===== src/rtl/core/pfp_pkg.sv =====
// Shared types, codes and constant tables for the picture frame parser.
// No dependencies; every other file of the block imports this package.
package pfp_pkg;

  // Byte roles as shown on the result channel
  localparam logic [3:0] ROLE_HEADER    = 4'd0;
  localparam logic [3:0] ROLE_ENCODING  = 4'd1;
  localparam logic [3:0] ROLE_MIME      = 4'd2;
  localparam logic [3:0] ROLE_MIME_NULL = 4'd3;
  localparam logic [3:0] ROLE_TYPE      = 4'd4;
  localparam logic [3:0] ROLE_DESC      = 4'd5;
  localparam logic [3:0] ROLE_DESC_NULL = 4'd6;
  localparam logic [3:0] ROLE_PICTURE   = 4'd7;
  localparam logic [3:0] ROLE_IGNORED   = 4'd8;

  // Frame status codes
  localparam logic [2:0] ST_OK           = 3'd0;
  localparam logic [2:0] ST_TOO_SHORT    = 3'd1;
  localparam logic [2:0] ST_NO_MIME_NULL = 3'd2;
  localparam logic [2:0] ST_BAD_MIME     = 3'd3;
  localparam logic [2:0] ST_NO_TYPE      = 3'd4;
  localparam logic [2:0] ST_NO_DESC_NULL = 3'd5;

  // Register map
  localparam logic REG_HEADER_BYTES = 1'b0;
  localparam logic [3:0] HEADER_BYTES_RESET = 4'd10;

  // Queue between front and back
  localparam int unsigned QDEPTH = 2;
  localparam int unsigned QPTR_W = 1;
  localparam int unsigned QCNT_W = 2;

  // Allowed MIME names, zero padded
  localparam int unsigned NUM_MIME = 4;
  localparam int unsigned MIME_MAX = 10;
  localparam logic [7:0] MIME_NAMES [NUM_MIME][MIME_MAX] = '{
    '{"p", "n", "g", 8'h00, 8'h00, 8'h00, 8'h00, 8'h00, 8'h00, 8'h00},
    '{"j", "p", "e", "g", 8'h00, 8'h00, 8'h00, 8'h00, 8'h00, 8'h00},
    '{"i", "m", "a", "g", "e", "/", "p", "n", "g", 8'h00},
    '{"i", "m", "a", "g", "e", "/", "j", "p", "e", "g"}
  };
  localparam logic [3:0] MIME_LENS [NUM_MIME] = '{4'd3, 4'd4, 4'd9, 4'd10};
  localparam logic [7:0] MAX_KIND = 8'd20;

  typedef enum logic [2:0] {
    PH_HEADER,
    PH_MIME,
    PH_TYPE,
    PH_DESC,
    PH_PIC,
    PH_IGNORE
  } phase_e;

  // One pre-decoded input beat as it sits in the queue
  typedef struct packed {
    logic [7:0] data;
    logic       last;
    logic       is_zero;
    logic       wide_enc;
    logic [4:0] kind;
  } item_t;

  // One result beat
  typedef struct packed {
    logic [3:0] role;
    logic [7:0] data;
    logic [4:0] kind;
    logic       wide;
    logic [2:0] status;
    logic       last;
  } result_t;

  // Character idx of allowed name c, zero past the end of the table
  function automatic logic [7:0] mime_char(input logic [1:0] c, input logic [3:0] idx);
    logic [7:0] ch;
    ch = 8'h00;
    if (idx < 4'(MIME_MAX)) begin
      ch = MIME_NAMES[c][idx];
    end
    return ch;
  endfunction

endpackage


===== src/rtl/core/pfp_front.sv =====
// Front end: accepts input beats and pre-decodes each byte for the parser.
// Depends on pfp_pkg.
module pfp_front
  import pfp_pkg::*;
(
  input  logic       in_valid_i,
  input  logic [7:0] data_byte_i,
  input  logic       frame_end_i,
  input  logic       q_full_i,
  output logic       in_ready_o,
  output logic       push_o,
  output item_t      item_o
);

  // Accept whenever the queue has room
  assign in_ready_o = !q_full_i;
  assign push_o     = in_valid_i && !q_full_i;

  // Classify the byte: zero, wide encoding code, picture type (zero above MAX_KIND)
  always_comb begin
    item_o.data     = data_byte_i;
    item_o.last     = frame_end_i;
    item_o.is_zero  = (data_byte_i == 8'h00);
    item_o.wide_enc = (data_byte_i == 8'h01) || (data_byte_i == 8'h02);
    item_o.kind     = (data_byte_i <= MAX_KIND) ? data_byte_i[4:0] : 5'd0;
  end

endmodule


===== src/rtl/core/pfp_queue.sv =====
// Short register queue between front end and parser back end.
// Depends on pfp_pkg.
module pfp_queue
  import pfp_pkg::*;
(
  input  logic  clk_i,
  input  logic  rst_ni,
  input  logic  push_i,
  input  item_t item_i,
  input  logic  pop_i,
  output logic  valid_o,
  output logic  full_o,
  output item_t item_o
);

  item_t             mem_q [QDEPTH];
  logic [QPTR_W-1:0] wr_ptr_q, wr_ptr_d;
  logic [QPTR_W-1:0] rd_ptr_q, rd_ptr_d;
  logic [QCNT_W-1:0] count_q, count_d;

  assign valid_o = (count_q != '0);
  assign full_o  = (count_q == QCNT_W'(QDEPTH));
  assign item_o  = mem_q[rd_ptr_q];

  // Advance pointers and the fill count
  always_comb begin
    wr_ptr_d = wr_ptr_q;
    rd_ptr_d = rd_ptr_q;
    count_d  = count_q;
    if (push_i) begin
      wr_ptr_d = (wr_ptr_q == QPTR_W'(QDEPTH - 1)) ? '0 : wr_ptr_q + 1'b1;
    end
    if (pop_i) begin
      rd_ptr_d = (rd_ptr_q == QPTR_W'(QDEPTH - 1)) ? '0 : rd_ptr_q + 1'b1;
    end
    if (push_i && !pop_i) begin
      count_d = count_q + 1'b1;
    end else if (pop_i && !push_i) begin
      count_d = count_q - 1'b1;
    end
  end

  always_ff @(posedge clk_i or negedge rst_ni) begin
    if (!rst_ni) begin
      wr_ptr_q <= '0;
      rd_ptr_q <= '0;
      count_q  <= '0;
    end else begin
      wr_ptr_q <= wr_ptr_d;
      rd_ptr_q <= rd_ptr_d;
      count_q  <= count_d;
    end
  end

  // Store the entry
  always_ff @(posedge clk_i) begin
    if (push_i) begin
      mem_q[wr_ptr_q] <= item_i;
    end
  end

endmodule


===== src/rtl/core/pfp_back.sv =====
// Back end: frame parser state machine and registered result stage.
// Depends on pfp_pkg; fed by pfp_queue.
module pfp_back
  import pfp_pkg::*;
(
  input  logic       clk_i,
  input  logic       rst_ni,
  input  logic       q_valid_i,
  input  item_t      item_i,
  input  logic [3:0] header_bytes_i,
  input  logic       out_ready_i,
  output logic       pop_o,
  output logic       out_valid_o,
  output result_t    result_o
);

  phase_e     phase_q, phase_d;
  logic [3:0] hdr_cnt_q, hdr_cnt_d;
  logic [3:0] mime_len_q, mime_len_d;
  logic [3:0] cand_q, cand_d;
  logic       wide_q, wide_d;
  logic       half_q, half_d;
  logic       fhz_q, fhz_d;
  logic [2:0] err_q, err_d;
  logic [4:0] kind_q, kind_d;
  logic       out_valid_q;
  result_t    res_q, res_d;
  logic       mime_ok;

  // Take a beat when the result stage is free or draining
  assign pop_o       = q_valid_i && (!out_valid_q || out_ready_i);
  assign out_valid_o = out_valid_q;
  assign result_o    = res_q;

  // Allowed name that ends with the current length
  always_comb begin
    mime_ok = 1'b0;
    for (int c = 0; c < NUM_MIME; c++) begin
      if (cand_q[c] && (mime_len_q == MIME_LENS[c])) begin
        mime_ok = 1'b1;
      end
    end
  end

  // Next state and result for the beat at the head of the queue
  always_comb begin
    phase_d    = phase_q;
    hdr_cnt_d  = hdr_cnt_q;
    mime_len_d = mime_len_q;
    cand_d     = cand_q;
    wide_d     = wide_q;
    half_d     = half_q;
    fhz_d      = fhz_q;
    err_d      = err_q;
    kind_d     = kind_q;
    res_d.role = ROLE_IGNORED;

    unique case (phase_q)
      PH_HEADER: begin
        if (hdr_cnt_q < header_bytes_i) begin
          res_d.role = ROLE_HEADER;
          hdr_cnt_d  = hdr_cnt_q + 1'b1;
        end else begin
          res_d.role = ROLE_ENCODING;
          wide_d     = item_i.wide_enc;
          phase_d    = PH_MIME;
        end
      end
      PH_MIME: begin
        if (!item_i.is_zero) begin
          res_d.role = ROLE_MIME;
          for (int c = 0; c < NUM_MIME; c++) begin
            if (!((mime_len_q < MIME_LENS[c]) &&
                  (mime_char(2'(c), mime_len_q) == item_i.data))) begin
              cand_d[c] = 1'b0;
            end
          end
          if (mime_len_q != 4'hF) begin
            mime_len_d = mime_len_q + 1'b1;
          end
        end else begin
          res_d.role = ROLE_MIME_NULL;
          if (mime_ok) begin
            phase_d = PH_TYPE;
          end else begin
            err_d   = ST_BAD_MIME;
            phase_d = PH_IGNORE;
          end
        end
      end
      PH_TYPE: begin
        res_d.role = ROLE_TYPE;
        kind_d     = item_i.kind;
        half_d     = 1'b0;
        fhz_d      = 1'b0;
        phase_d    = PH_DESC;
      end
      PH_DESC: begin
        res_d.role = ROLE_DESC;
        if (!wide_q) begin
          if (item_i.is_zero) begin
            res_d.role = ROLE_DESC_NULL;
            phase_d    = PH_PIC;
          end
        end else if (!half_q) begin
          fhz_d  = item_i.is_zero;
          half_d = 1'b1;
        end else begin
          half_d = 1'b0;
          if (fhz_q && item_i.is_zero) begin
            res_d.role = ROLE_DESC_NULL;
            phase_d    = PH_PIC;
          end
        end
      end
      PH_PIC: begin
        res_d.role = ROLE_PICTURE;
      end
      PH_IGNORE: begin
        res_d.role = ROLE_IGNORED;
      end
      default: begin
        res_d.role = ROLE_IGNORED;
      end
    endcase

    // Status reflects the error so far, or where the frame stopped
    res_d.status = err_d;
    if (item_i.last && (err_d == ST_OK)) begin
      unique case (phase_d)
        PH_HEADER: res_d.status = ST_TOO_SHORT;
        PH_MIME:   res_d.status = ST_NO_MIME_NULL;
        PH_TYPE:   res_d.status = ST_NO_TYPE;
        PH_DESC:   res_d.status = ST_NO_DESC_NULL;
        default:   res_d.status = ST_OK;
      endcase
    end
    res_d.data = item_i.data;
    res_d.kind = kind_d;
    res_d.wide = wide_d;
    res_d.last = item_i.last;

    // Restart the parse after the last byte of a frame
    if (item_i.last) begin
      phase_d    = PH_HEADER;
      hdr_cnt_d  = '0;
      mime_len_d = '0;
      cand_d     = '1;
      wide_d     = 1'b0;
      half_d     = 1'b0;
      fhz_d      = 1'b0;
      err_d      = ST_OK;
      kind_d     = '0;
    end
  end

  // Parser state register
  always_ff @(posedge clk_i or negedge rst_ni) begin
    if (!rst_ni) begin
      phase_q    <= PH_HEADER;
      hdr_cnt_q  <= '0;
      mime_len_q <= '0;
      cand_q     <= '1;
      wide_q     <= 1'b0;
      half_q     <= 1'b0;
      fhz_q      <= 1'b0;
      err_q      <= ST_OK;
      kind_q     <= '0;
    end else if (pop_o) begin
      phase_q    <= phase_d;
      hdr_cnt_q  <= hdr_cnt_d;
      mime_len_q <= mime_len_d;
      cand_q     <= cand_d;
      wide_q     <= wide_d;
      half_q     <= half_d;
      fhz_q      <= fhz_d;
      err_q      <= err_d;
      kind_q     <= kind_d;
    end
  end

  // Result stage valid
  always_ff @(posedge clk_i or negedge rst_ni) begin
    if (!rst_ni) begin
      out_valid_q <= 1'b0;
    end else if (pop_o) begin
      out_valid_q <= 1'b1;
    end else if (out_ready_i) begin
      out_valid_q <= 1'b0;
    end
  end

  // Result stage payload
  always_ff @(posedge clk_i) begin
    if (pop_o) begin
      res_q <= res_d;
    end
  end

endmodule


===== src/rtl/core/picture_frame_parser.sv =====
// Top level of the picture frame parser: config register, front end,
// queue and parser back end. Depends on pfp_pkg, pfp_front, pfp_queue, pfp_back.
//
//   Port group   Direction  Handshake            Content
//   input beat   in         in_valid/in_ready    data_byte, frame_end
//   result beat  out        out_valid/out_ready  role, data, kind, wide, status, last
//   config       in         APB psel/penable     header_bytes at byte address 0
//
// One beat per cycle sustained while out_ready stays high; an accepted beat passes the
// queue entry, then the parser update into the result register, before it leaves.
// The two-entry queue lets input acceptance continue while a result waits; input
// ready drops only once the queue holds two beats.
// Reset clears the parser, the queue and the result stage; header_bytes returns to 10.
module picture_frame_parser
  import pfp_pkg::*;
(
  input  logic        clk_i,
  input  logic        rst_ni,
  input  logic        in_valid_i,
  output logic        in_ready_o,
  input  logic [7:0]  data_byte_i,
  input  logic        frame_end_i,
  output logic        out_valid_o,
  input  logic        out_ready_i,
  output logic [3:0]  byte_role_o,
  output logic [7:0]  data_out_o,
  output logic [4:0]  picture_kind_o,
  output logic        wide_text_o,
  output logic [2:0]  frame_status_o,
  output logic        last_out_o,
  input  logic        psel,
  input  logic        penable,
  input  logic        pwrite,
  input  logic [2:0]  paddr,
  input  logic [31:0] pwdata,
  output logic [31:0] prdata,
  output logic        pready
);

  logic [3:0] header_bytes_q;
  logic       q_full;
  logic       q_valid;
  logic       push;
  logic       pop;
  item_t      fe_item;
  item_t      q_item;
  result_t    result;
  logic       reg_sel;

  // Config register
  assign pready  = 1'b1;
  assign reg_sel = (paddr[2] == REG_HEADER_BYTES);
  assign prdata  = reg_sel ? {28'd0, header_bytes_q} : 32'd0;

  always_ff @(posedge clk_i or negedge rst_ni) begin
    if (!rst_ni) begin
      header_bytes_q <= HEADER_BYTES_RESET;
    end else if (psel && penable && pwrite && reg_sel) begin
      header_bytes_q <= pwdata[3:0];
    end
  end

  pfp_front u_front (
    .in_valid_i  (in_valid_i),
    .data_byte_i (data_byte_i),
    .frame_end_i (frame_end_i),
    .q_full_i    (q_full),
    .in_ready_o  (in_ready_o),
    .push_o      (push),
    .item_o      (fe_item)
  );

  pfp_queue u_queue (
    .clk_i   (clk_i),
    .rst_ni  (rst_ni),
    .push_i  (push),
    .item_i  (fe_item),
    .pop_i   (pop),
    .valid_o (q_valid),
    .full_o  (q_full),
    .item_o  (q_item)
  );

  pfp_back u_back (
    .clk_i          (clk_i),
    .rst_ni         (rst_ni),
    .q_valid_i      (q_valid),
    .item_i         (q_item),
    .header_bytes_i (header_bytes_q),
    .out_ready_i    (out_ready_i),
    .pop_o          (pop),
    .out_valid_o    (out_valid_o),
    .result_o       (result)
  );

  // Unpack the result beat
  assign byte_role_o    = result.role;
  assign data_out_o     = result.data;
  assign picture_kind_o = result.kind;
  assign wide_text_o    = result.wide;
  assign frame_status_o = result.status;
  assign last_out_o     = result.last;

endmodule


===== config.mk =====
export PLATFORM = sky130hd
export DESIGN_NAME = picture_frame_parser
export DESIGN_NICKNAME = d
export VERILOG_FILES = /design/src/rtl/core/pfp_pkg.sv /design/src/rtl/core/pfp_front.sv /design/src/rtl/core/pfp_queue.sv /design/src/rtl/core/pfp_back.sv /design/src/rtl/core/picture_frame_parser.sv
export SDC_FILE = /design/constraint.sdc
export NUM_CORES = 1
export LEC_CHECK = 0
export BUFFER_PORTS_ARGS = -buffer_cell sky130_fd_sc_hd__buf_2
export CORE_MARGIN = 2
export CORE_UTILIZATION = 30
export CTS_CLUSTER_SIZE = 20
export DETAILED_ROUTE_END_ITERATION = 16
export GPL_ROUTABILITY_DRIVEN = 1
export PLACE_DENSITY = 0.6
export SETUP_SLACK_MARGIN = 0.05
export SLEW_MARGIN = 20
export SYNTH_ARGS = -nofsm -noshare
export SYNTH_HDL_FRONTEND = slang
export SYNTH_SLANG_ARGS = --single-unit

===== constraint.sdc =====
create_clock -name clk_i -period 7.7 [get_ports clk_i]
set_input_delay 1.155 -clock clk_i [delete_from_list [all_inputs] [get_ports clk_i]]
set_output_delay 1.155 -clock clk_i [all_outputs]
set_load 0.005 [all_outputs]

==> run metrics, run 1 <==
status=finished, final reports clean; warnings from Yosys=0; largest stage delay on the critical path=620 ps; final hold vios=0; most frequent cells in the layout=edfxtp_1, buf_2, nor2_1, o21ai_0; die area=17,300 sq um; largest net degree at the start of global routing=36; Compound-Gate Fraction of Synth Area=14.8%; Core ar.=15,900 sq um; final wirelength=10,600 um; Avg Cell Area, Syn=11.2 sq um; clock skew=5.27 ps; register area=2500 sq um; die width=132 um; unrepaired setup endpoints after global routing=no; Vias/cell=4.93; Lkg Pwr=2.19 nW; Seq cells post-synth=89; simple-gate share of the synthesized area=11.9%; Total Nets Final=543; initial antenna violation count=0; GP Congestion=0.902; Final Slew Violations=0; clk root buf=clkbuf_16; Least-Margin Pin Slew=814 ps; Async SR Flop Fraction=39.3%; vias in the first global route=3,346; worst skew pair latency=350 ps; Post-Syn Area=4880 sq um; Rows=46; Power Density=380 nW/um^2; hold slack=501 ps; Max Cap Violations=0; area of the multi-input gates=2080 sq um; Syn Inst Count=434; H-tree level count=3; share of cells above drive strength 1=22.1%; register area share after synthesis=51.4%; commonest non-fill, non-tap cell in the layout=edfxtp_1; hpwl dp=7350 um; Setup Viol. Count Final=0; reg2reg setup slack=4460 ps; family with the most delay on the worst path=compound AO/OA/AOI/OAI gates; DRT Pass-1 Iters=5; DRC violations left=0; crit path cell chain=inv_1, ha_1, a22oi_1, a211oi_2, o21ai_0, a21oi_2, xor2_1, a211o_1; CTS tree=built; post-CTS setup buffers=0; Syn-to-layout area delta=12.4%; CP startpoint kind=register; Slowest-stage cell, CP=dfrtp_1; Post-DRT Antenna Nets=0; Num CTS Buffers=9; fillers=1,609; multiplexer share of the synthesized area=7.16%; minimum clock period=3240 ps; global-route wire length before repair=16,800 um; initial DRC count=239; M2 GR Usage=20.1%; Post-Route Setup TNS=0 ps; most used routing layer=met2; Clk pin slew, worst setup/hold paths=60 ps; total congestion overflow after global routing=0; Setup CP Type=reg2reg; PostCTS Resize Cnt=0; Clock Sinks=89; starting density of the core=30.7%; adder-cell share of the synthesized area=3.08%; library cells used by synthesis=64; Hold-fix buffers, CTS=0; Critical Path End Type=register; met3 usage=2.62%; Total GRT Usage=12.2%; GR Layer Usage met1=15.4%; Max Clk Rate=309 MHz; Peak VDD IR=0.146 mV; I/O pins=108; XOR/XNOR Fraction of Synth Area=3.41%; CTS Buffer Depth=2; # diodes=0; Final Cycle Share=42.1%; Top FF cell, synth=edfxtp_1; Via Count=3,453; CP bufs+invs=1; main combinational cell family by area after synthesis=compound AO/OA/AOI/OAI gates; Arrival @ worst endpoint=3330 ps; EDFF count, synth=54; HP Class=reg2reg; port bufs=48; worst endpoint required time=7800 ps; critical path peak fanout=17; Die Span Y=132 um; headroom to the max-slew limit=45.7%; wire per inst=15.1 um
==> sequential cells by signal, summed over array words and instances (netlist names), 2 cells and up <==
register and cells:
u_back.err_q 3, u_back.phase_q 3, u_back.cand_q 4, header_bytes_q 4, u_back.kind_q 5, u_back.mime_len_q 4, u_queue.mem_q 32, u_queue.count_q 2
u_back.result_o 22, u_back.hdr_cnt_q 4
==> worst register-to-register path, stage by stage, from the launching register on <==
cell and delay [ps]:
dfrtp_1 620, inv_1 380, ha_1 510, a22oi_1 180, a211oi_2 420, o21ai_0 190, a21oi_2 270, xor2_1 110
a211o_1 300
==> synth_stat cells (all sizes together), types with 2 or more instances <==
cell | instances | area share (%)
a31oi | 2 | 0.26
o31ai | 6 | 0.92
a22oi | 3 | 0.46
o21a | 2 | 0.33
o41ai | 4 | 0.87
xnor2 | 15 | 2.7
nor2b | 2 | 0.26
conb | 2 | 0.15
a32o | 4 | 0.82
nor4 | 4 | 0.64
edfxtp | 54 | 33
or4 | 5 | 0.77
a211o | 2 | 0.36
and3 | 5 | 0.64
o21ai | 36 | 3.7
clkbuf | 5 | 0.38
dfstp | 6 | 3.2
nor2 | 41 | 3.3
a32oi | 3 | 0.54
a21oi | 24 | 2.6
nand4b | 2 | 0.36
dfrtp | 29 | 15
a211oi | 2 | 0.51
o211ai | 2 | 0.41
buf | 39 | 5.9
nand2 | 14 | 1.1
mux2i | 16 | 4.5
xor2 | 4 | 0.72
ha | 12 | 3.1
nand3 | 6 | 0.62
a22o | 6 | 1.1
nand4 | 5 | 0.64
nor3 | 6 | 0.62
inv | 24 | 1.8
mux2 | 11 | 2.6
nand2b | 9 | 1.2
and2 | 10 | 1.3
==> report_power, final <==
part           internal (mW)  switching, mW
Clock                  0.227          0.178
Sequential             0.699          0.115
Combinational          0.356          0.511
Total                   1.28          0.804
==> layout make-up <==
type                       instances  area share, %
timing repair buffer              52           4.93
tap                              216           4.93
inverter                          24           1.64
sequential                        89           45.7
clock inverter                     3          0.319
clock buffer                      13           4.56
multi-input combinational        304           37.9
==> kinds of logic (layout without fill, tap and decap cells) <==
logic type	count (synthesis)	after routing
mux	27	27
other cells	2	29
simple gates	111	111
flops	89	89
fa+ha+maj	12	12
xor+xnor	19	19
buf+inv	68	92
compound gates	106	106
==> per-stage QoR <==
step	util, %	worst slack (ps)	area (sq um)	total power, mW	cells
2_1_floorplan	-	4760	4980	1.46	461
3_3_place_gp	32.8	4620	5210	1.66	685
3_5_place_dp	32.8	4570	5210	1.68	685
4_1_cts	34.5	4540	5480	2.10	701
5_1_grt	34.5	4320	5480	2.23	701
6_report	34.5	4460	5480	2.09	701
==> per-layer routing <==
metal | vias to the layer above | part of all wire (%)
li1 | 1620 | -
met1 | 1695 | 45
met2 | 124 | 48
met3 | 14 | 5.9
met4 | 0 | 1.9
met5 | - | 0
==> worst paths after layout <==
path	cells after the start	from	endpoint
setup / recovery	8	u_back.mime_len_q[1]	u_back.result_o[1]
hold / removal	1	u_back.hdr_cnt_q[3]	u_back.hdr_cnt_q[3]
setup reg to reg	8	u_back.mime_len_q[1]	u_back.result_o[1]
hold reg to reg	1	u_back.hdr_cnt_q[3]	u_back.hdr_cnt_q[3]
max in group asynchronous	1	rst_ni	u_back.hdr_cnt_q[1]
min in group asynchronous	1	rst_ni	u_back.kind_q[1]
Power figures use the tool's default switching activity.
==> run 2: changes to the inputs <==
--- a/config.mk
+++ b/config.mk
@@ -5,6 +5,7 @@
 export SDC_FILE = /design/constraint.sdc
 export NUM_CORES = 1
 export LEC_CHECK = 0
+export ABC_AREA = 1
 export BUFFER_PORTS_ARGS = -buffer_cell sky130_fd_sc_hd__buf_2
 export CORE_MARGIN = 2
 export CORE_UTILIZATION = 30
==> constraint.sdc (replaced) <==
create_clock -name clk_i -period 3.18 [get_ports clk_i]
set_input_delay 0.477 -clock clk_i [delete_from_list [all_inputs] [get_ports clk_i]]
set_output_delay 0.477 -clock clk_i [all_outputs]
set_load 0.005 [all_outputs]
==> run 2 against run 1 <==
  * Clock skew up 1.2 ps
  * First-iteration DRC count down 12%
  * Critical path depth up 4
  * Power rose to 2.6 times the previous value
  * Final cell count up 15%
  * Wire length down 7.5%
  * Critical path type unchanged
  * Critical endpoint is now u_back.result_o[2]
==> run metrics, run 2 <==
share of cells above drive strength 1=18.8% (was 22.1%); warnings from Yosys=0 (unchanged); most used cell, CP=nand2_1; vias in the first global route=3,303 (was 3,346); Critical Path End Type=register (unchanged); Final Cycle Share=68.7% (was 42.1%); max FFs per register=32 (unchanged); Slowest-stage cell, CP=dfrtp_1 (unchanged); critical path peak fanout=9 (was 17); DRC violations left=0 (unchanged); Peak VDD IR=0.312 mV (was 0.146 mV); final wirelength=9780 um (was 10,600 um); clk root buf=clkbuf_16 (unchanged); H-tree level count=3 (unchanged); initial antenna violation count=0 (unchanged); wire per inst=12.1 um (was 15.1 um); Post-Syn Area=4900 sq um (was 4880 sq um); HP Class=in2async (was reg2reg); minimum clock period=2190 ps (was 3240 ps); crit path cell chain=inv_1, ha_1, nand2_1, nand2_1, nand2_1, nand3_1, nor2_2, nor2_1, nand3_1, inv_1, nand3_1, nand2_1 (was inv_1, ha_1, a22oi_1, a211oi_2, o21ai_0, a21oi_2, xor2_1, a211o_1); Syn-to-layout area delta=12.7% (was 12.4%); Max Clk Rate=457 MHz (was 309 MHz); clock skew=6.49 ps (was 5.27 ps); Clock Sinks=89 (unchanged); Via Count=3,507 (was 3,453); Die Span Y=132 um (about the same); CP startpoint kind=register (unchanged); total congestion overflow after global routing=0 (unchanged); Clk pin slew, worst setup/hold paths=60 ps (about the same); largest net degree at the start of global routing=36 (unchanged); commonest non-fill, non-tap cell in the layout=nand2_1 (was edfxtp_1); most frequent cells in the layout=nand2_1, nor2_1, inv_1, edfxtp_1, buf_2 (was edfxtp_1, buf_2, nor2_1, o21ai_0); Most flops, register=u_queue.mem_q (unchanged); hold slack=225 ps (was 501 ps); I/O pins=108 (unchanged); Arrival @ worst endpoint=2270 ps (was 3330 ps); Vias/cell=4.34 (was 4.93); Async SR Flop Fraction=39.3% (unchanged); worst skew pair latency=340 ps (was 350 ps); Setup Viol. Count Final=0 (unchanged); EDFF count, synth=54 (unchanged); headroom to the max-slew limit=46.6% (was 45.7%); library cells used by synthesis=39 (was 64); Rows=46 (unchanged); DRT Pass-1 Iters=5 (unchanged); Setup CP Type=reg2reg (unchanged); # diodes=0 (unchanged); GP Congestion=0.864 (was 0.902); post-CTS setup buffers=0 (unchanged); final hold vios=0 (unchanged); unrepaired setup endpoints after global routing=no (unchanged); hpwl dp=7120 um (was 7350 um); Post-synth top cells=nand2_1, nor2_1, inv_1 (was edfxtp_1, nor2_1, o21ai_0); worst endpoint required time=3270 ps (was 7800 ps); PostCTS Resize Cnt=0 (unchanged); die width=132 um (about the same); Total GRT Usage=11.4% (was 12.2%); CTS tree=built (unchanged); Power Density=994 nW/um^2 (was 380 nW/um^2); FF-to-FF path depth=12 (was 8); fillers=1,640 (was 1,609); fin util=34.6% (was 34.5%); Seq cells post-synth=89 (unchanged); Num CTS Buffers=9 (unchanged); Post-Route Setup TNS=0 ps (unchanged); Post-DRT Antenna Nets=0 (unchanged); Lkg Pwr=2.61 nW (was 2.19 nW); largest stage delay on the critical path=560 ps (was 620 ps); Total Nets Final=650 (was 543); Core ar.=15,900 sq um (about the same); CTS Buffer Depth=2 (unchanged); Hold-fix buffers, CTS=0 (unchanged); Final Slew Violations=0 (unchanged); count leader, synth=nand2_1 (was edfxtp_1); starting density of the core=30.7% (about the same); share of the synthesized area in the top cell type=33.1% (was 33.2%); register area share after synthesis=51.1% (was 51.4%); Max Cap Violations=0 (unchanged); initial DRC count=210 (was 239); port bufs=48 (unchanged); Syn Inst Count=536 (was 434); global-route wire length before repair=16,000 um (was 16,800 um); top cells by area, synth=edfxtp_1, dfrtp_1, nand2_1 (was edfxtp_1, dfrtp_1, buf_4); post-synth top area cell=edfxtp_1 (unchanged); status=finished, final reports clean (unchanged); Least-Margin Pin Slew=801 ps (was 814 ps); Avg Cell Area, Syn=9.14 sq um (was 11.2 sq um); Top FF cell, synth=edfxtp_1 (unchanged); die area=17,400 sq um (was 17,300 sq um)
[run 2: cell count changes after synthesis, moves of 6 or more]
cell and change:
mux2_2 -10, nand2_1 +118, nand2b_1 -9, xnor2_1 -9, a21oi_1 -6, inv_1 +36, nor2_1 +19, and2_1 -10
nand3_1 +27, mux2i_1 -9, nand2_2 +6, o21ai_0 -23
[run 2: per-layer routing]
metal / global-route usage, % / vias to the layer above / part of all wire (%)
li1: - / 1811 / -
met1: 14.8 / 1595 / 47
met2: 18.5 / 90 / 47
met3: 2.15 / 11 / 4.5
met4: 5.13 / 0 / 1.5
met5: 0 / - / 0
[run 2: cell families after synthesis]
logic type | Yosys count | share of synthesized area [%]
simple gates | 258 | 23.5
buf+inv | 99 | 11.0
flops | 89 | 51.1
compound gates | 61 | 8.45
xor+xnor | 15 | 2.68
fa+ha+maj | 12 | 3.06
other cells | 2 | 0.153
[run 2: worst max-delay path: cells and delay by family (launching register included)]
kind,cells,cell delay [ps]
simple gates,9,820
fa+ha+maj,1,290
buf+inv,2,260
flops,1,560
[run 2: final cells by class]
cell class                 count  area [sq um]  area share, %
timing repair buffer          52           270           4.90
tap                          216           270           4.90
clock buffer                  13           250           4.53
multi-input combinational    375          1960           35.4
clock inverter                 3          41.3          0.748
sequential                    89          2500           45.4
inverter                      60           228           4.13
[run 2: path summary, 6_finish.rpt]
kind | to | from | slack, ps
worst min register to register | u_back.cand_q[0] | u_back.cand_q[0] | 460
worst min-delay path | u_queue.count_q[1] | rst_ni | 230
min in group clk_i | u_queue.mem_q[1][7] | frame_end_i | 340
worst max register to register | u_back.result_o[2] | u_back.mime_len_q[0] | 990
worst max-delay path | u_back.result_o[2] | u_back.mime_len_q[0] | 990
max in group asynchronous | u_back.mime_len_q[1] | rst_ni | 2440
[run 2: report_power, final]
group	switching, mW	internal (mW)	total [mW]
Sequential	0.235	1.76	1.99
Combinational	1.60	0.845	2.45
Clock	0.417	0.631	1.05
Total	2.25	3.23	5.49
[run 2: per-stage QoR]
step | total power [mW] | area [sq um] | std cells | setup slack [ps]
3_5_place_dp | 4.48 | 5230 | 792 | 1010
3_3_place_gp | 4.47 | 5230 | 792 | 972
2_1_floorplan | 3.90 | 5000 | 563 | 1380
6_report | 5.49 | 5520 | 808 | 994
4_1_cts | 5.55 | 5520 | 808 | 973
5_1_grt | 5.94 | 5520 | 808 | 791
==> run 3: changes to the inputs <==
==> constraint.sdc (replaced) <==
create_clock -name clk_i -period 2.1 [get_ports clk_i]
set_input_delay 0.315 -clock clk_i [delete_from_list [all_inputs] [get_ports clk_i]]
set_output_delay 0.315 -clock clk_i [all_outputs]
set_load 0.005 [all_outputs]
==> run 3 against run 2 <==
  * Wire length rose by 2.2%
  * Final cell count rose by 1.2%
  * Critical path type unchanged
  * Clock skew fell by 0.50 ps
  * Utilization rose by 0.56 points
  * Largest power group unchanged
  * Die area did not move
  * Critical path depth fell by 2
  * Global-route usage rose by 0.73 points
==> run metrics, run 3 (synthesis results as in run 2) <==
status=finished, final reports clean (unchanged); headroom to the max-slew limit=46.7% (was 46.6%); Max Clk Rate=532 MHz (was 457 MHz); Syn-to-layout area delta=14.5% (was 12.7%); Post-Route Setup TNS=0 ps (unchanged); wire per inst=12.2 um (was 12.1 um); GP Congestion=0.899 (was 0.864); clk root buf=clkbuf_16 (unchanged); Final Slew Violations=0 (unchanged); Vias/cell=4.37 (was 4.34); final wirelength=10000 um (was 9780 um); CTS Buffer Depth=2 (unchanged); P_int=5.02 mW (was 3.23 mW); critical path peak fanout=4 (was 9); # diodes=0 (unchanged); I/O pins=108 (unchanged); max FFs per register=32 (unchanged); largest stage delay on the critical path=510 ps (was 560 ps); die width=132 um (unchanged); Clk pin slew, worst setup/hold paths=60 ps (about the same); PostCTS Resize Cnt=0 (unchanged); most used routing layer=met2 (unchanged); starting density of the core=30.7% (unchanged); Final Cycle Share=89.6% (was 68.7%); H-tree level count=3 (unchanged); Switch Pwr=3.51 mW (was 2.25 mW); port bufs=48 (unchanged); GR Layer Usage met1=16.2% (was 14.8%); commonest non-fill, non-tap cell in the layout=nand2_1 (unchanged); unrepaired setup endpoints after global routing=no (unchanged); Via Count=3,571 (was 3,507); final hold vios=0 (unchanged); most frequent cells in the layout=nand2_1, nor2_1, inv_1, edfxtp_1, buf_2 (unchanged); Num CTS Buffers=9 (unchanged); M2 GR Usage=19.4% (was 18.5%); CP startpoint kind=register (unchanged); total congestion overflow after global routing=0 (unchanged); initial antenna violation count=0 (unchanged); Slowest-stage cell, CP=dfstp_2 (was dfrtp_1); Hold-fix buffers, CTS=0 (unchanged); vias in the first global route=3,497 (was 3,303); met3 usage=2.88% (was 2.15%); Setup Viol. Count Final=0 (unchanged); share of cells above drive strength 1=20.6% (was 18.8%); clock group share of total power=19.1% (about the same); hold slack=56.7 ps (was 225 ps); Total Nets Final=660 (was 650); Lkg Pwr=2.65 nW (was 2.61 nW); Peak VDD IR=0.566 mV (was 0.312 mV); Rows=46 (unchanged); Core ar.=15,900 sq um (unchanged); initial DRC count=201 (was 210); Max Cap Violations=0 (unchanged); Arrival @ worst endpoint=1970 ps (was 2270 ps); hpwl dp=7360 um (was 7120 um); FF-to-FF path depth=10 (was 12); Setup CP Type=reg2reg (unchanged); DRC violations left=0 (unchanged); Flop pwr share=35.2% (was 36.3%); switching share of power=41.2% (was 41.1%); worst endpoint required time=2190 ps (was 3270 ps); crit path cell chain=inv_1, ha_1, a21oi_1, nand2_1, nand2_1, nand3_1, nand2_1, inv_1, nand3_1, nand2_1 (was inv_1, ha_1, nand2_1, nand2_1, nand2_1, nand3_1, nor2_2, nor2_1, nand3_1, inv_1, nand3_1, nand2_1); Least-Margin Pin Slew=799 ps (was 801 ps); Most flops, register=u_queue.mem_q (unchanged); HP Class=in2async (unchanged); reg2reg setup slack=220 ps (was 990 ps); Power Density=1520 nW/um^2 (was 994 nW/um^2); Clock Sinks=89 (unchanged); Post-DRT Antenna Nets=0 (unchanged); reg-to-reg endpoint=u_back.result_o[2] (unchanged); worst skew pair latency=340 ps (about the same); die area=17,400 sq um (unchanged); post-CTS setup buffers=0 (unchanged); combinational share of power=45.6% (was 44.6%); final worst setup slack=219 ps (was 994 ps); largest net degree at the start of global routing=36 (unchanged); DRT Pass-1 Iters=4 (was 5); Total GRT Usage=12.1% (was 11.4%); most used cell, CP=nand2_1 (unchanged); minimum clock period=1880 ps (was 2190 ps); Die Span Y=132 um (unchanged); worst r2r src=header_bytes_q[3] (was u_back.mime_len_q[0]); pre-CTS setup slack=179 ps (was 1010 ps); global-route wire length before repair=17,200 um (was 16,000 um); CTS tree=built (unchanged); Critical Path End Type=register (unchanged); clock skew=5.99 ps (was 6.49 ps); fin util=35.2% (was 34.6%)
==> run 3: cell types whose count changed in the layout (fill, tap and decap cells not counted), sizes merged <==
cell	previous run	this run
buf	52	62
clkbuf	13	12
clkinvlp	0	1
==> run 3: area by class of cell <==
cell class,count,area (sq um)
clock inverter,4,51.3
clock buffer,12,246
timing repair buffer,62,345
sequential,89,2510
inverter,60,228
multi-input combinational,375,1960
tap,216,270
fill,1631,10300
==> run 3: worst max-delay path by stage <==
stage	from	slack (ps)	cells after the start	end
final	header_bytes_q[3]	220	10	u_back.result_o[2]
after global routing	header_bytes_q[3]	70	10	u_back.result_o[2]
after CTS	u_back.mime_len_q[0]	150	12	u_back.result_o[2]
after detailed placement	u_back.mime_len_q[0]	180	12	u_back.result_o[2]
after global placement	u_back.mime_len_q[1]	190	12	u_back.result_o[2]
after floorplan	u_back.mime_len_q[0]	300	12	u_back.result_o[2]
==> run 3: layer usage <==
layer	share of wire, %	up-vias
met5	0	-
met4	1.4	0
met3	4.9	14
li1	-	1823
met2	46	101
met1	47	1633
==> run 3: critical path: cells and delay by family, from the launching register on <==
family / cells / cell delay [ps]
AND/OR/NAND/NOR: 6 / 520
flip-flops: 1 / 510
adder cells (fa/ha/maj): 1 / 300
AO/OA/AOI/OAI: 1 / 190
buffers and inverters: 2 / 110
==> run 3: through the flow <==
stage	instances	power [mW]	instance area [sq um]
after detailed placement	802	6.94	5300
after floorplan	563	5.91	5000
after global placement	802	6.90	5300
after CTS	818	8.60	5600
final	818	8.53	5610
after global routing	818	9.29	5610
==> run 3: power by group through the flow <==
stage	clock (mW)	sequential, mW	combinational [mW]
floorplan	0	2.98	2.93
global placement	0	3.04	3.87
detailed placement	0	3.04	3.90
CTS	1.67	3.01	3.93
global route	1.75	3.08	4.46
finish	1.63	3.00	3.89
